## src/design/lcsm_pkg.sv

```systemverilog
// Shared types and constants for the lexer character state machine.
// No dependencies; every design file imports this package.
package lcsm_pkg;

    // Width of the line, column and error count outputs.
    localparam int OUT_WIDTH = 16;
    // Default internal counter width.
    localparam int DEFAULT_COUNTER_WIDTH = 16;

    // Character codes that steer the lexer.
    localparam logic [7:0] CHAR_TAB     = 8'd9;
    localparam logic [7:0] CHAR_NL      = 8'd10;
    localparam logic [7:0] CHAR_SPACE   = 8'd32;
    localparam logic [7:0] CHAR_HASH    = 8'd35;
    localparam logic [7:0] CHAR_TILDE   = 8'd126;
    localparam logic [7:0] CHAR_ZERO    = 8'd48;
    localparam logic [7:0] CHAR_NINE    = 8'd57;
    localparam logic [7:0] CHAR_UPPER_A = 8'd65;
    localparam logic [7:0] CHAR_UPPER_Z = 8'd90;
    localparam logic [7:0] CHAR_LOWER_A = 8'd97;
    localparam logic [7:0] CHAR_LOWER_Z = 8'd122;

    // Lexer modes.
    typedef enum logic [1:0] {
        MODE_START   = 2'd0,
        MODE_IDENT   = 2'd1,
        MODE_NUMBER  = 2'd2,
        MODE_COMMENT = 2'd3
    } lex_mode_t;

    // Token kinds.
    typedef enum logic [1:0] {
        KIND_IDENT   = 2'd0,
        KIND_NUMBER  = 2'd1,
        KIND_COMMENT = 2'd2
    } token_kind_t;

    // Error codes.
    typedef enum logic [2:0] {
        ERR_NONE         = 3'd0,
        ERR_UNRECOGNIZED = 3'd1,
        ERR_BAD_START    = 3'd2,
        ERR_BAD_IDENT    = 3'd3,
        ERR_DIGIT_LETTER = 3'd4,
        ERR_BAD_NUMBER   = 3'd5
    } error_code_t;

    // Per-beat decode result passed from the decoder to the rest of the block.
    typedef struct packed {
        logic        append;
        logic        token_done;
        token_kind_t token_kind;
        error_code_t error_code;
        logic        newline;
    } lex_dec_t;

endpackage

```

## src/design/lcsm_decode.sv

```systemverilog
// Combinational lexer decode: byte classes, next mode and per-beat flags.
// Depends on lcsm_pkg.
module lcsm_decode (
    input  logic [7:0]         byte_in,
    input  logic               is_end,
    input  lcsm_pkg::lex_mode_t mode,
    output lcsm_pkg::lex_mode_t mode_next,
    output lcsm_pkg::lex_dec_t  dec
);
    import lcsm_pkg::*;

    logic is_valid;
    logic is_letter;
    logic is_digit;
    logic is_sep;
    logic is_nl;
    logic is_hash;

    // Byte classification; the end marker counts as a valid character.
    assign is_nl     = (byte_in == CHAR_NL);
    assign is_hash   = (byte_in == CHAR_HASH);
    assign is_sep    = (byte_in == CHAR_TAB) || is_nl || (byte_in == CHAR_SPACE);
    assign is_valid  = is_end || (byte_in == CHAR_TAB) || is_nl
                       || ((byte_in >= CHAR_SPACE) && (byte_in <= CHAR_TILDE));
    assign is_letter = ((byte_in >= CHAR_UPPER_A) && (byte_in <= CHAR_UPPER_Z))
                       || ((byte_in >= CHAR_LOWER_A) && (byte_in <= CHAR_LOWER_Z));
    assign is_digit  = (byte_in >= CHAR_ZERO) && (byte_in <= CHAR_NINE);

    // Next mode.
    always_comb begin
        mode_next = mode;
        if (!is_valid && (mode != MODE_COMMENT)) begin
            mode_next = mode;
        end else begin
            unique case (mode)
                MODE_START: begin
                    priority if (is_end)    mode_next = MODE_START;
                    else if (is_letter)     mode_next = MODE_IDENT;
                    else if (is_digit)      mode_next = MODE_NUMBER;
                    else if (is_hash)       mode_next = MODE_COMMENT;
                    else                    mode_next = MODE_START;
                end
                MODE_IDENT: begin
                    if (!is_end && (is_letter || is_digit)) mode_next = MODE_IDENT;
                    else                                     mode_next = MODE_START;
                end
                MODE_NUMBER: begin
                    if (!is_end && is_digit) mode_next = MODE_NUMBER;
                    else                     mode_next = MODE_START;
                end
                MODE_COMMENT: begin
                    if (is_end || is_nl) mode_next = MODE_START;
                    else                 mode_next = MODE_COMMENT;
                end
                default: mode_next = MODE_START;
            endcase
        end
    end

    // Per-beat flags: append, token end, kind, error and newline.
    always_comb begin
        dec = '{append: 1'b0, token_done: 1'b0, token_kind: KIND_IDENT,
                error_code: ERR_NONE, newline: 1'b0};
        if (!is_valid && (mode != MODE_COMMENT)) begin
            dec.error_code = ERR_UNRECOGNIZED;
        end else begin
            unique case (mode)
                MODE_START: begin
                    priority if (is_end) begin
                        dec.append = 1'b0;
                    end else if (is_letter || is_digit || is_hash) begin
                        dec.append = 1'b1;
                    end else if (is_sep) begin
                        dec.newline = is_nl;
                    end else begin
                        dec.error_code = ERR_BAD_START;
                    end
                end
                MODE_IDENT: begin
                    if (!is_end && (is_letter || is_digit)) begin
                        dec.append = 1'b1;
                    end else begin
                        dec.token_done = 1'b1;
                        dec.token_kind = KIND_IDENT;
                        priority if (is_end) begin
                            dec.newline = 1'b0;
                        end else if (is_sep) begin
                            dec.newline = is_nl;
                        end else begin
                            dec.error_code = ERR_BAD_IDENT;
                        end
                    end
                end
                MODE_NUMBER: begin
                    if (!is_end && is_digit) begin
                        dec.append = 1'b1;
                    end else begin
                        dec.token_done = 1'b1;
                        dec.token_kind = KIND_NUMBER;
                        priority if (is_end) begin
                            dec.newline = 1'b0;
                        end else if (is_letter) begin
                            // The letter opens the next token's buffer.
                            dec.error_code = ERR_DIGIT_LETTER;
                            dec.append     = 1'b1;
                        end else if (is_sep) begin
                            dec.newline = is_nl;
                        end else begin
                            dec.error_code = ERR_BAD_NUMBER;
                        end
                    end
                end
                MODE_COMMENT: begin
                    if (is_end || is_nl) begin
                        dec.token_done = 1'b1;
                        dec.token_kind = KIND_COMMENT;
                        dec.newline    = !is_end;
                    end else begin
                        dec.append = 1'b1;
                    end
                end
                default: dec.error_code = ERR_NONE;
            endcase
        end
    end

endmodule

```

## src/design/lcsm_counters.sv

```systemverilog
// Saturating line, column and error counters with clipped 16-bit views.
// Depends on lcsm_pkg.
module lcsm_counters #(
    parameter int COUNTER_WIDTH = lcsm_pkg::DEFAULT_COUNTER_WIDTH
) (
    input  logic                          aclk,
    input  logic                          aresetn,
    input  logic                          step,
    input  logic                          newline,
    input  logic                          err_inc,
    output logic [lcsm_pkg::OUT_WIDTH-1:0] line_here,
    output logic [lcsm_pkg::OUT_WIDTH-1:0] column_here,
    output logic [lcsm_pkg::OUT_WIDTH-1:0] error_total
);
    import lcsm_pkg::*;

    localparam logic [COUNTER_WIDTH-1:0] CNT_ONE = COUNTER_WIDTH'(1);
    localparam logic [COUNTER_WIDTH-1:0] CNT_MAX = '1;

    logic [COUNTER_WIDTH-1:0] line_reg,   line_next;
    logic [COUNTER_WIDTH-1:0] column_reg, column_next;
    logic [COUNTER_WIDTH-1:0] error_reg,  error_next;

    // Next values; every counter sticks at its maximum.
    always_comb begin
        line_next   = line_reg;
        column_next = column_reg;
        error_next  = error_reg;
        if (err_inc && (error_reg != CNT_MAX)) begin
            error_next = error_reg + CNT_ONE;
        end
        if (newline) begin
            if (line_reg != CNT_MAX) begin
                line_next = line_reg + CNT_ONE;
            end
            column_next = CNT_ONE;
        end else if (column_reg != CNT_MAX) begin
            column_next = column_reg + CNT_ONE;
        end
    end

    // Counters advance once per processed beat.
    always_ff @(posedge aclk) begin
        if (!aresetn) begin
            line_reg   <= CNT_ONE;
            column_reg <= CNT_ONE;
            error_reg  <= '0;
        end else if (step) begin
            line_reg   <= line_next;
            column_reg <= column_next;
            error_reg  <= error_next;
        end
    end

    // Clip or zero-extend the counters to the output width. The error total includes this beat.
    generate
        if (COUNTER_WIDTH > OUT_WIDTH) begin : g_clip
            assign line_here   = (|line_reg[COUNTER_WIDTH-1:OUT_WIDTH])
                                 ? '1 : line_reg[OUT_WIDTH-1:0];
            assign column_here = (|column_reg[COUNTER_WIDTH-1:OUT_WIDTH])
                                 ? '1 : column_reg[OUT_WIDTH-1:0];
            assign error_total = (|error_next[COUNTER_WIDTH-1:OUT_WIDTH])
                                 ? '1 : error_next[OUT_WIDTH-1:0];
        end else begin : g_extend
            assign line_here   = OUT_WIDTH'(line_reg);
            assign column_here = OUT_WIDTH'(column_reg);
            assign error_total = OUT_WIDTH'(error_next);
        end
    endgenerate

endmodule

```

## src/design/lexer_char_state_machine_unit.sv

```systemverilog
// Lexer character state machine: one source byte or end marker per beat in,
// one classified result beat out.
// Path: input register, then result register; back-pressure on m_ready holds the beat in the
// input register. Throughput: one beat per cycle while the result side accepts beats, set by the
// mode and counter update loop.
// Reset (synchronous, active low) returns the lexer to the start mode, line 1, column 1,
// zero errors, and empties both stages.
module lexer_char_state_machine_unit #(
    parameter int COUNTER_WIDTH = lcsm_pkg::DEFAULT_COUNTER_WIDTH
) (
    input  logic                          aclk,
    input  logic                          aresetn,
    input  logic                          s_valid,
    output logic                          s_ready,
    input  logic [7:0]                    s_byte_in,
    input  logic                          s_is_end,
    output logic                          m_valid,
    input  logic                          m_ready,
    output logic [7:0]                    m_byte_out,
    output logic                          m_append,
    output logic                          m_token_done,
    output logic [1:0]                    m_token_kind,
    output logic [2:0]                    m_error_code,
    output logic [lcsm_pkg::OUT_WIDTH-1:0] m_line_no,
    output logic [lcsm_pkg::OUT_WIDTH-1:0] m_column_no,
    output logic [lcsm_pkg::OUT_WIDTH-1:0] m_error_total
);
    import lcsm_pkg::*;

    logic       in_valid_reg;
    logic [7:0] in_byte_reg;
    logic       in_end_reg;
    logic       advance;

    lex_mode_t mode_reg, mode_next;
    lex_dec_t  dec;

    logic [OUT_WIDTH-1:0] line_here;
    logic [OUT_WIDTH-1:0] column_here;
    logic [OUT_WIDTH-1:0] error_total;

    logic                 out_valid_reg;
    logic [7:0]           out_byte_reg;
    logic                 out_append_reg;
    logic                 out_done_reg;
    logic [1:0]           out_kind_reg;
    logic [2:0]           out_error_reg;
    logic [OUT_WIDTH-1:0] out_line_reg;
    logic [OUT_WIDTH-1:0] out_column_reg;
    logic [OUT_WIDTH-1:0] out_total_reg;

    // The held beat moves on when the result register is free or being drained.
    assign advance = in_valid_reg && (!out_valid_reg || m_ready);
    assign s_ready = !in_valid_reg || advance;

    // Input register.
    always_ff @(posedge aclk) begin
        if (!aresetn) begin
            in_valid_reg <= 1'b0;
        end else if (s_ready) begin
            in_valid_reg <= s_valid;
        end
    end

    always_ff @(posedge aclk) begin
        if (s_valid && s_ready) begin
            in_byte_reg <= s_byte_in;
            in_end_reg  <= s_is_end;
        end
    end

    // Decode of the held beat against the current mode.
    lcsm_decode u_decode (
        .byte_in   (in_byte_reg),
        .is_end    (in_end_reg),
        .mode      (mode_reg),
        .mode_next (mode_next),
        .dec       (dec)
    );

    lcsm_counters #(
        .COUNTER_WIDTH (COUNTER_WIDTH)
    ) u_counters (
        .aclk        (aclk),
        .aresetn     (aresetn),
        .step        (advance),
        .newline     (dec.newline),
        .err_inc     (dec.error_code != ERR_NONE),
        .line_here   (line_here),
        .column_here (column_here),
        .error_total (error_total)
    );

    // Lexer mode register.
    always_ff @(posedge aclk) begin
        if (!aresetn) begin
            mode_reg <= MODE_START;
        end else if (advance) begin
            mode_reg <= mode_next;
        end
    end

    // Result register.
    always_ff @(posedge aclk) begin
        if (!aresetn) begin
            out_valid_reg <= 1'b0;
        end else if (advance) begin
            out_valid_reg <= 1'b1;
        end else if (m_ready) begin
            out_valid_reg <= 1'b0;
        end
    end

    always_ff @(posedge aclk) begin
        if (advance) begin
            out_byte_reg   <= in_end_reg ? 8'd0 : in_byte_reg;
            out_append_reg <= dec.append;
            out_done_reg   <= dec.token_done;
            out_kind_reg   <= dec.token_done ? dec.token_kind : KIND_IDENT;
            out_error_reg  <= dec.error_code;
            out_line_reg   <= line_here;
            out_column_reg <= column_here;
            out_total_reg  <= error_total;
        end
    end

    assign m_valid       = out_valid_reg;
    assign m_byte_out    = out_byte_reg;
    assign m_append      = out_append_reg;
    assign m_token_done  = out_done_reg;
    assign m_token_kind  = out_kind_reg;
    assign m_error_code  = out_error_reg;
    assign m_line_no     = out_line_reg;
    assign m_column_no   = out_column_reg;
    assign m_error_total = out_total_reg;

endmodule

```

## config.mk

```make
export PLATFORM = sky130hd
export DESIGN_NAME = lexer_char_state_machine_unit
export DESIGN_NICKNAME = d
export VERILOG_FILES = /design/src/design/lcsm_pkg.sv /design/src/design/lcsm_decode.sv /design/src/design/lcsm_counters.sv /design/src/design/lexer_char_state_machine_unit.sv
export SDC_FILE = /design/constraint.sdc
export NUM_CORES = 1
export LEC_CHECK = 0
export ABC_AREA = 1
export BUFFER_PORTS_ARGS = -buffer_cell sky130_fd_sc_hd__buf_4
export CAP_MARGIN = 20
export CORE_ASPECT_RATIO = 1.1
export CORE_MARGIN = 2
export CORE_UTILIZATION = 45
export DETAILED_ROUTE_END_ITERATION = 10
export SYNTH_ARGS = -nofsm -noshare
export SYNTH_HDL_FRONTEND = slang
export SYNTH_HIERARCHICAL = 1
export SYNTH_SLANG_ARGS = --single-unit
```

## constraint.sdc

```tcl
create_clock -name aclk -period 6.6 [get_ports aclk]
set_input_delay 0.66 -clock aclk [delete_from_list [all_inputs] [get_ports aclk]]
set_output_delay 0.66 -clock aclk [all_outputs]
set_load 0.01 [all_outputs]
```

# --- After elaboration in Yosys (flattened, before gate mapping) ---
# Index checks and enable logic that the tools add are counted.
classes:
  addsub: 3
  eq_ne: 11
  bitwise: 2
  reduce_logical: 33
  mux: 43
  order_cmp: 8
ops:
  columns: ["operator", "count"]
  rows:
  - ["adder 16 x 1 -> 16 bit (second input constant)", 3]
  - ["2-to-1 mux 16 bit", 3]
  - ["inequality test 16 bit (second input constant)", 3]
  - ["<= comparator 8 x 7 -> 1 bit (second input constant)", 3]
  - ["2-to-1 mux 3 bit", 7]
  - ["one-hot mux 3 bit (3 select lines)", 2]
  - ["equality test 8 x 4 -> 1 bit (second input constant)", 2]
  - ["equality test 8 x 6 -> 1 bit (second input constant)", 2]
  - ["greater-or-equal comparator 8 x 6 -> 1 bit (second input constant)", 2]
  - ["greater-or-equal comparator 8 x 7 -> 1 bit (second input constant)", 2]
  - ["2-to-1 mux 1 bit", 16]
  - ["2-to-1 mux 2 bit", 8]
  - ["2-to-1 mux 7 bit", 2]
  - ["logical OR 1 bit", 11]
  - ["logical AND 1 bit", 10]
  - ["<= comparator 8 x 6 -> 1 bit (second input constant)", 1]
  - ["2-to-1 mux 4 bit", 2]
  - ["one-hot mux 1 bit (4 select lines)", 2]
  - ["one-hot mux 2 bit (4 select lines)", 1]
  - ["equality test 2 bit (second input constant)", 2]
  - ["zero test 1 bit", 4]
  - ["AND reduction 2 bit", 2]
  - ["nonzero test 2 bit", 2]
  - ["AND reduction 3 bit", 1]
  - ["6 further kinds", 7]
totals:
  reg_bits: 124
  inputBits: 13
  wordCells: 116

# --- Logic depth before layout (Yosys ltp) ---
logic_depth:
  word_depth: 12
  mapped_depth: 18
  depth_no_buf: 17

# --- Modules after synthesis ---
# Netlist, hierarchy kept.
by_module_without_submodules:
  columns: ["module", "area_each_um2", "cells_each", "seq_area_each_um2", "instances"]
  rows:
  - ["lcsm_counters", 3178.0, 516, 960.9, 1]
  - ["lexer_char_state_machine_unit", 2428.6, 119, 2242.2, 1]
  - ["lcsm_decode", 469.2, 108, 0.0, 1]

# --- Worst setup path after synthesis ---
# No wires, ideal clock.
synth_path:
  path_type: "input to register"
  startpoint: "input m_ready"
  endpoint: "register u_counters.column_reg[13], in the netlist u_counters/column_here[13]"
  cell_stages: 6
  required_time_ps: 6530
  n_path_buf: 0
  t_arrival_ps: 5255
  slack_ps: 1275
  setup_ps: 70
  path_cell_list: "inv_1 -> a21oi_1 -> inv_1 -> nor3_1 -> nand2_1 -> a21oi_1"
synth_via:
  elab_chain_len: 3
synth_lines:
  columns: ["item", "line", "source"]
  rows:
  - ["from (decl)", "lexer_char_state_machine_unit.sv:18", "input logic m_ready,"]
  - ["logical OR 1 bit", "lexer_char_state_machine_unit.sv:53", "assign advance = in_valid_reg && (!out_valid_reg || m_ready);"]
  - ["logical AND 1 bit", "lexer_char_state_machine_unit.sv:53", null]
  - ["net advance", "lexer_char_state_machine_unit.sv:33", "logic advance;"]
  - ["AND reduction 2 bit (no source line)", null, null]
  - ["to (signal assigned)", "lcsm_counters.sv:50", "column_reg <= column_next;"]
  - ["to (decl)", "lcsm_counters.sv:21", "logic [COUNTER_WIDTH-1:0] column_reg, column_next;"]
# The timed path passes the listed nets, and every way through them passes these cells.
# A chain may end at the register's enable or synchronous reset.

==> results.sh <==
export IMPL_status="finished clean"
export IMPL_hp_class="in2reg"
export IMPL_critPathKind="reg2reg"
export IMPL_syn_inst=743
export IMPL_worstPathArrival_ns=2.88
export IMPL_insertion_delay_ns=0.41
export IMPL_drc_errors=0
export IMPL_slew_headroom_pct=30.6
export IMPL_dp_hpwl_um=8540
export IMPL_gr_total_overflow=0
export IMPL_area_growth_syn_to_layout_pct=21.6
export IMPL_cts_resized=0
export IMPL_holdBufCountCts=0
export IMPL_grt_pass1_vias=4743
export IMPL_core_area_sq_um=13200
export IMPL_firstDrtPassIters=5
export IMPL_synth_async_reset_ratio_pct=0
export IMPL_die_w_um=115
export IMPL_finalClockSkew_ns=0.00723
export IMPL_worstPathRequired_ns=6.87
export IMPL_clkSlewWorstSetupHoldPaths_ns=0.05
export IMPL_gp_congestion=0.880
export IMPL_clkSinkCount=124
export IMPL_path_max_fanout=10
export IMPL_syn_area_sq_um=6080
export IMPL_powerDensity_nw_per_um2=270
export IMPL_cts_setup_buffers=0
export IMPL_post_place_ws_ns=3.80
export IMPL_mostFrequentLayoutCells="nand2_1 (215), inv_1 (93), nor2_1 (91)"
export IMPL_row_count=44
export IMPL_setup_viol=0
export IMPL_top_usage_layer="met2"
export IMPL_grt_usage_pct=18.7
export IMPL_antenna_found_initial=0
export IMPL_hold_violations=0
export IMPL_drive_gt1_share_pct=17.2
export IMPL_total_power_uw=1990
export IMPL_pin_count=78
export IMPL_vias=5000
export IMPL_rsz0062_at_grt="false"
export IMPL_cts_htree_levels=4
export IMPL_syn_nets=759
export IMPL_stdcell_area_sq_um=7390
export IMPL_ant_nets=0
export IMPL_wl_per_cell_um=12.7
export IMPL_cts_tree="done"
export IMPL_io_buffers=77
export IMPL_grt_max_degree=86
export IMPL_ys_types=37
export IMPL_ir_drop_uv=138
export IMPL_dieArea_sq_um=14400
export IMPL_post_route_period_util_pct=39.6
export IMPL_synth_ff_type="edfxtp_1"
export IMPL_reg2reg_slack_ns=3.99
export IMPL_antenna_cells=0
export IMPL_initial_core_util_pct=46.0
export IMPL_drt_wl_total_um=12700
export IMPL_die_h_um=126
export IMPL_setup_tns_ns=0
export IMPL_worst_pin_slew_ns=1.04
export IMPL_grt_pass1_wl_um=21600
export IMPL_root_buffer="clkbuf_16"
export IMPL_cts_made_buffers=17
export IMPL_clock_path_buffers=2
export IMPL_post_synth_cell_area_avg_sq_um=8.18
export IMPL_nets=842
export IMPL_drtIter0Drc=285
export IMPL_dpl_cell_area_sq_um=6770
export IMPL_crit_path_end_kind="flop"
export IMPL_grtUsageMet2_pct=30.4
export IMPL_grtUsageMet1_pct=23.8
export IMPL_yosysWarnings=6
export IMPL_viasPerCell=5.00
export IMPL_synth_edf_count=72
export IMPL_seq_area_frac_synth_pct=52.7
export IMPL_ys_ff_latch=124
export IMPL_layout_commonest_cell="nand2_1"
export IMPL_max_freq_mhz=383
export IMPL_use_met3_pct=5.20
export IMPL_drv_slew=0
export IMPL_final_min_clock_period_ns=2.61
export IMPL_holdWs_ns=0.422
export IMPL_p_leak_uw=0.00317
export IMPL_critPathLaunchType="flop"
export IMPL_cap_violations=0
export IMPL_layout_setup_ws_ns=3.99
[layer usage]
metal,part of all wire (%),routed length (um)
met1,45,5660
met4,1.1,133
met3,5.4,678
met2,49,6190
met5,0,0
[metrics by stage]
stage | util (%) | cells
5_1_grt | 55.9 | 1000
3_5_place_dp | 51.3 | 968
2_1_floorplan | - | 743
4_1_cts | 55.9 | 1000
6_report | 55.9 | 1000
3_3_place_gp | 51.3 | 968
[cell families after synthesis]
family,synth area share (%)
and+or+nand+nor,29.3
DFF,52.7
xor gates and xnor gates,3.03
AOI/OAI and AO/OA,6.49
adders and majority gates,0.618
buffers and inverters,7.89
[path summary, 6_finish.rpt]
check / start / to / cells past startpoint
worst max-delay path: in_byte_reg[7] / u_counters/column_here[0] / 12
worst min-delay path: s_byte_in[6] / in_byte_reg[6] / 1
worst max register to register: in_byte_reg[7] / u_counters/column_here[0] / 12
worst min register to register: u_counters/column_here[12] / m_column_no[12] / 0
[synthesized netlist by cell type, types with 4 or more instances]
master	count	area (sq um)
nand4_1	10	62.6
nor2_2	9	56.3
o21ai_0	13	65.1
nor3_1	4	20.0
xor2_1	14	123
a21oi_1	48	240
buf_2	5	25.0
edfxtp_1	72	2160
inv_1	93	349
nand3_1	54	270
nor2_1	91	342
nor2_4	7	78.8
dfxtp_1	52	1040
nand2_1	215	807
clkbuf_1	5	18.8
buf_6	4	45.0
nand2_2	12	75.1
xnor2_1	7	61.3
[critical path, cell delays in order, from the launching register on]
cell      delay, ns
edfxtp_1       0.47
inv_1          0.09
nand2_1        0.06
nor2_1         0.10
nand2_1        0.10
nor2_1         0.50
inv_1          0.24
nand4_1        0.19
nor2_1         0.07
nor2_2         0.35
nand2_1        0.12
nand2_1        0.08
o211ai_1       0.07
[power by group]
part           internal [uW]  switching, uW
clock                    650            314
combinational           56.0           95.4
sequential               853           22.7
total                   1560            432
[final cells by class]
class | count | area (sq um)
Inverter | 98 | 370
Fill cell | 1242 | 5830
Tap cell | 161 | 201
Sequential cell | 124 | 3200
Multi-Input combinational cell | 506 | 2400
Timing Repair Buffer | 79 | 593
Clock buffer | 25 | 475
Clock inverter | 7 | 138
No activity file was read; power rests on OpenSTA's default activity.
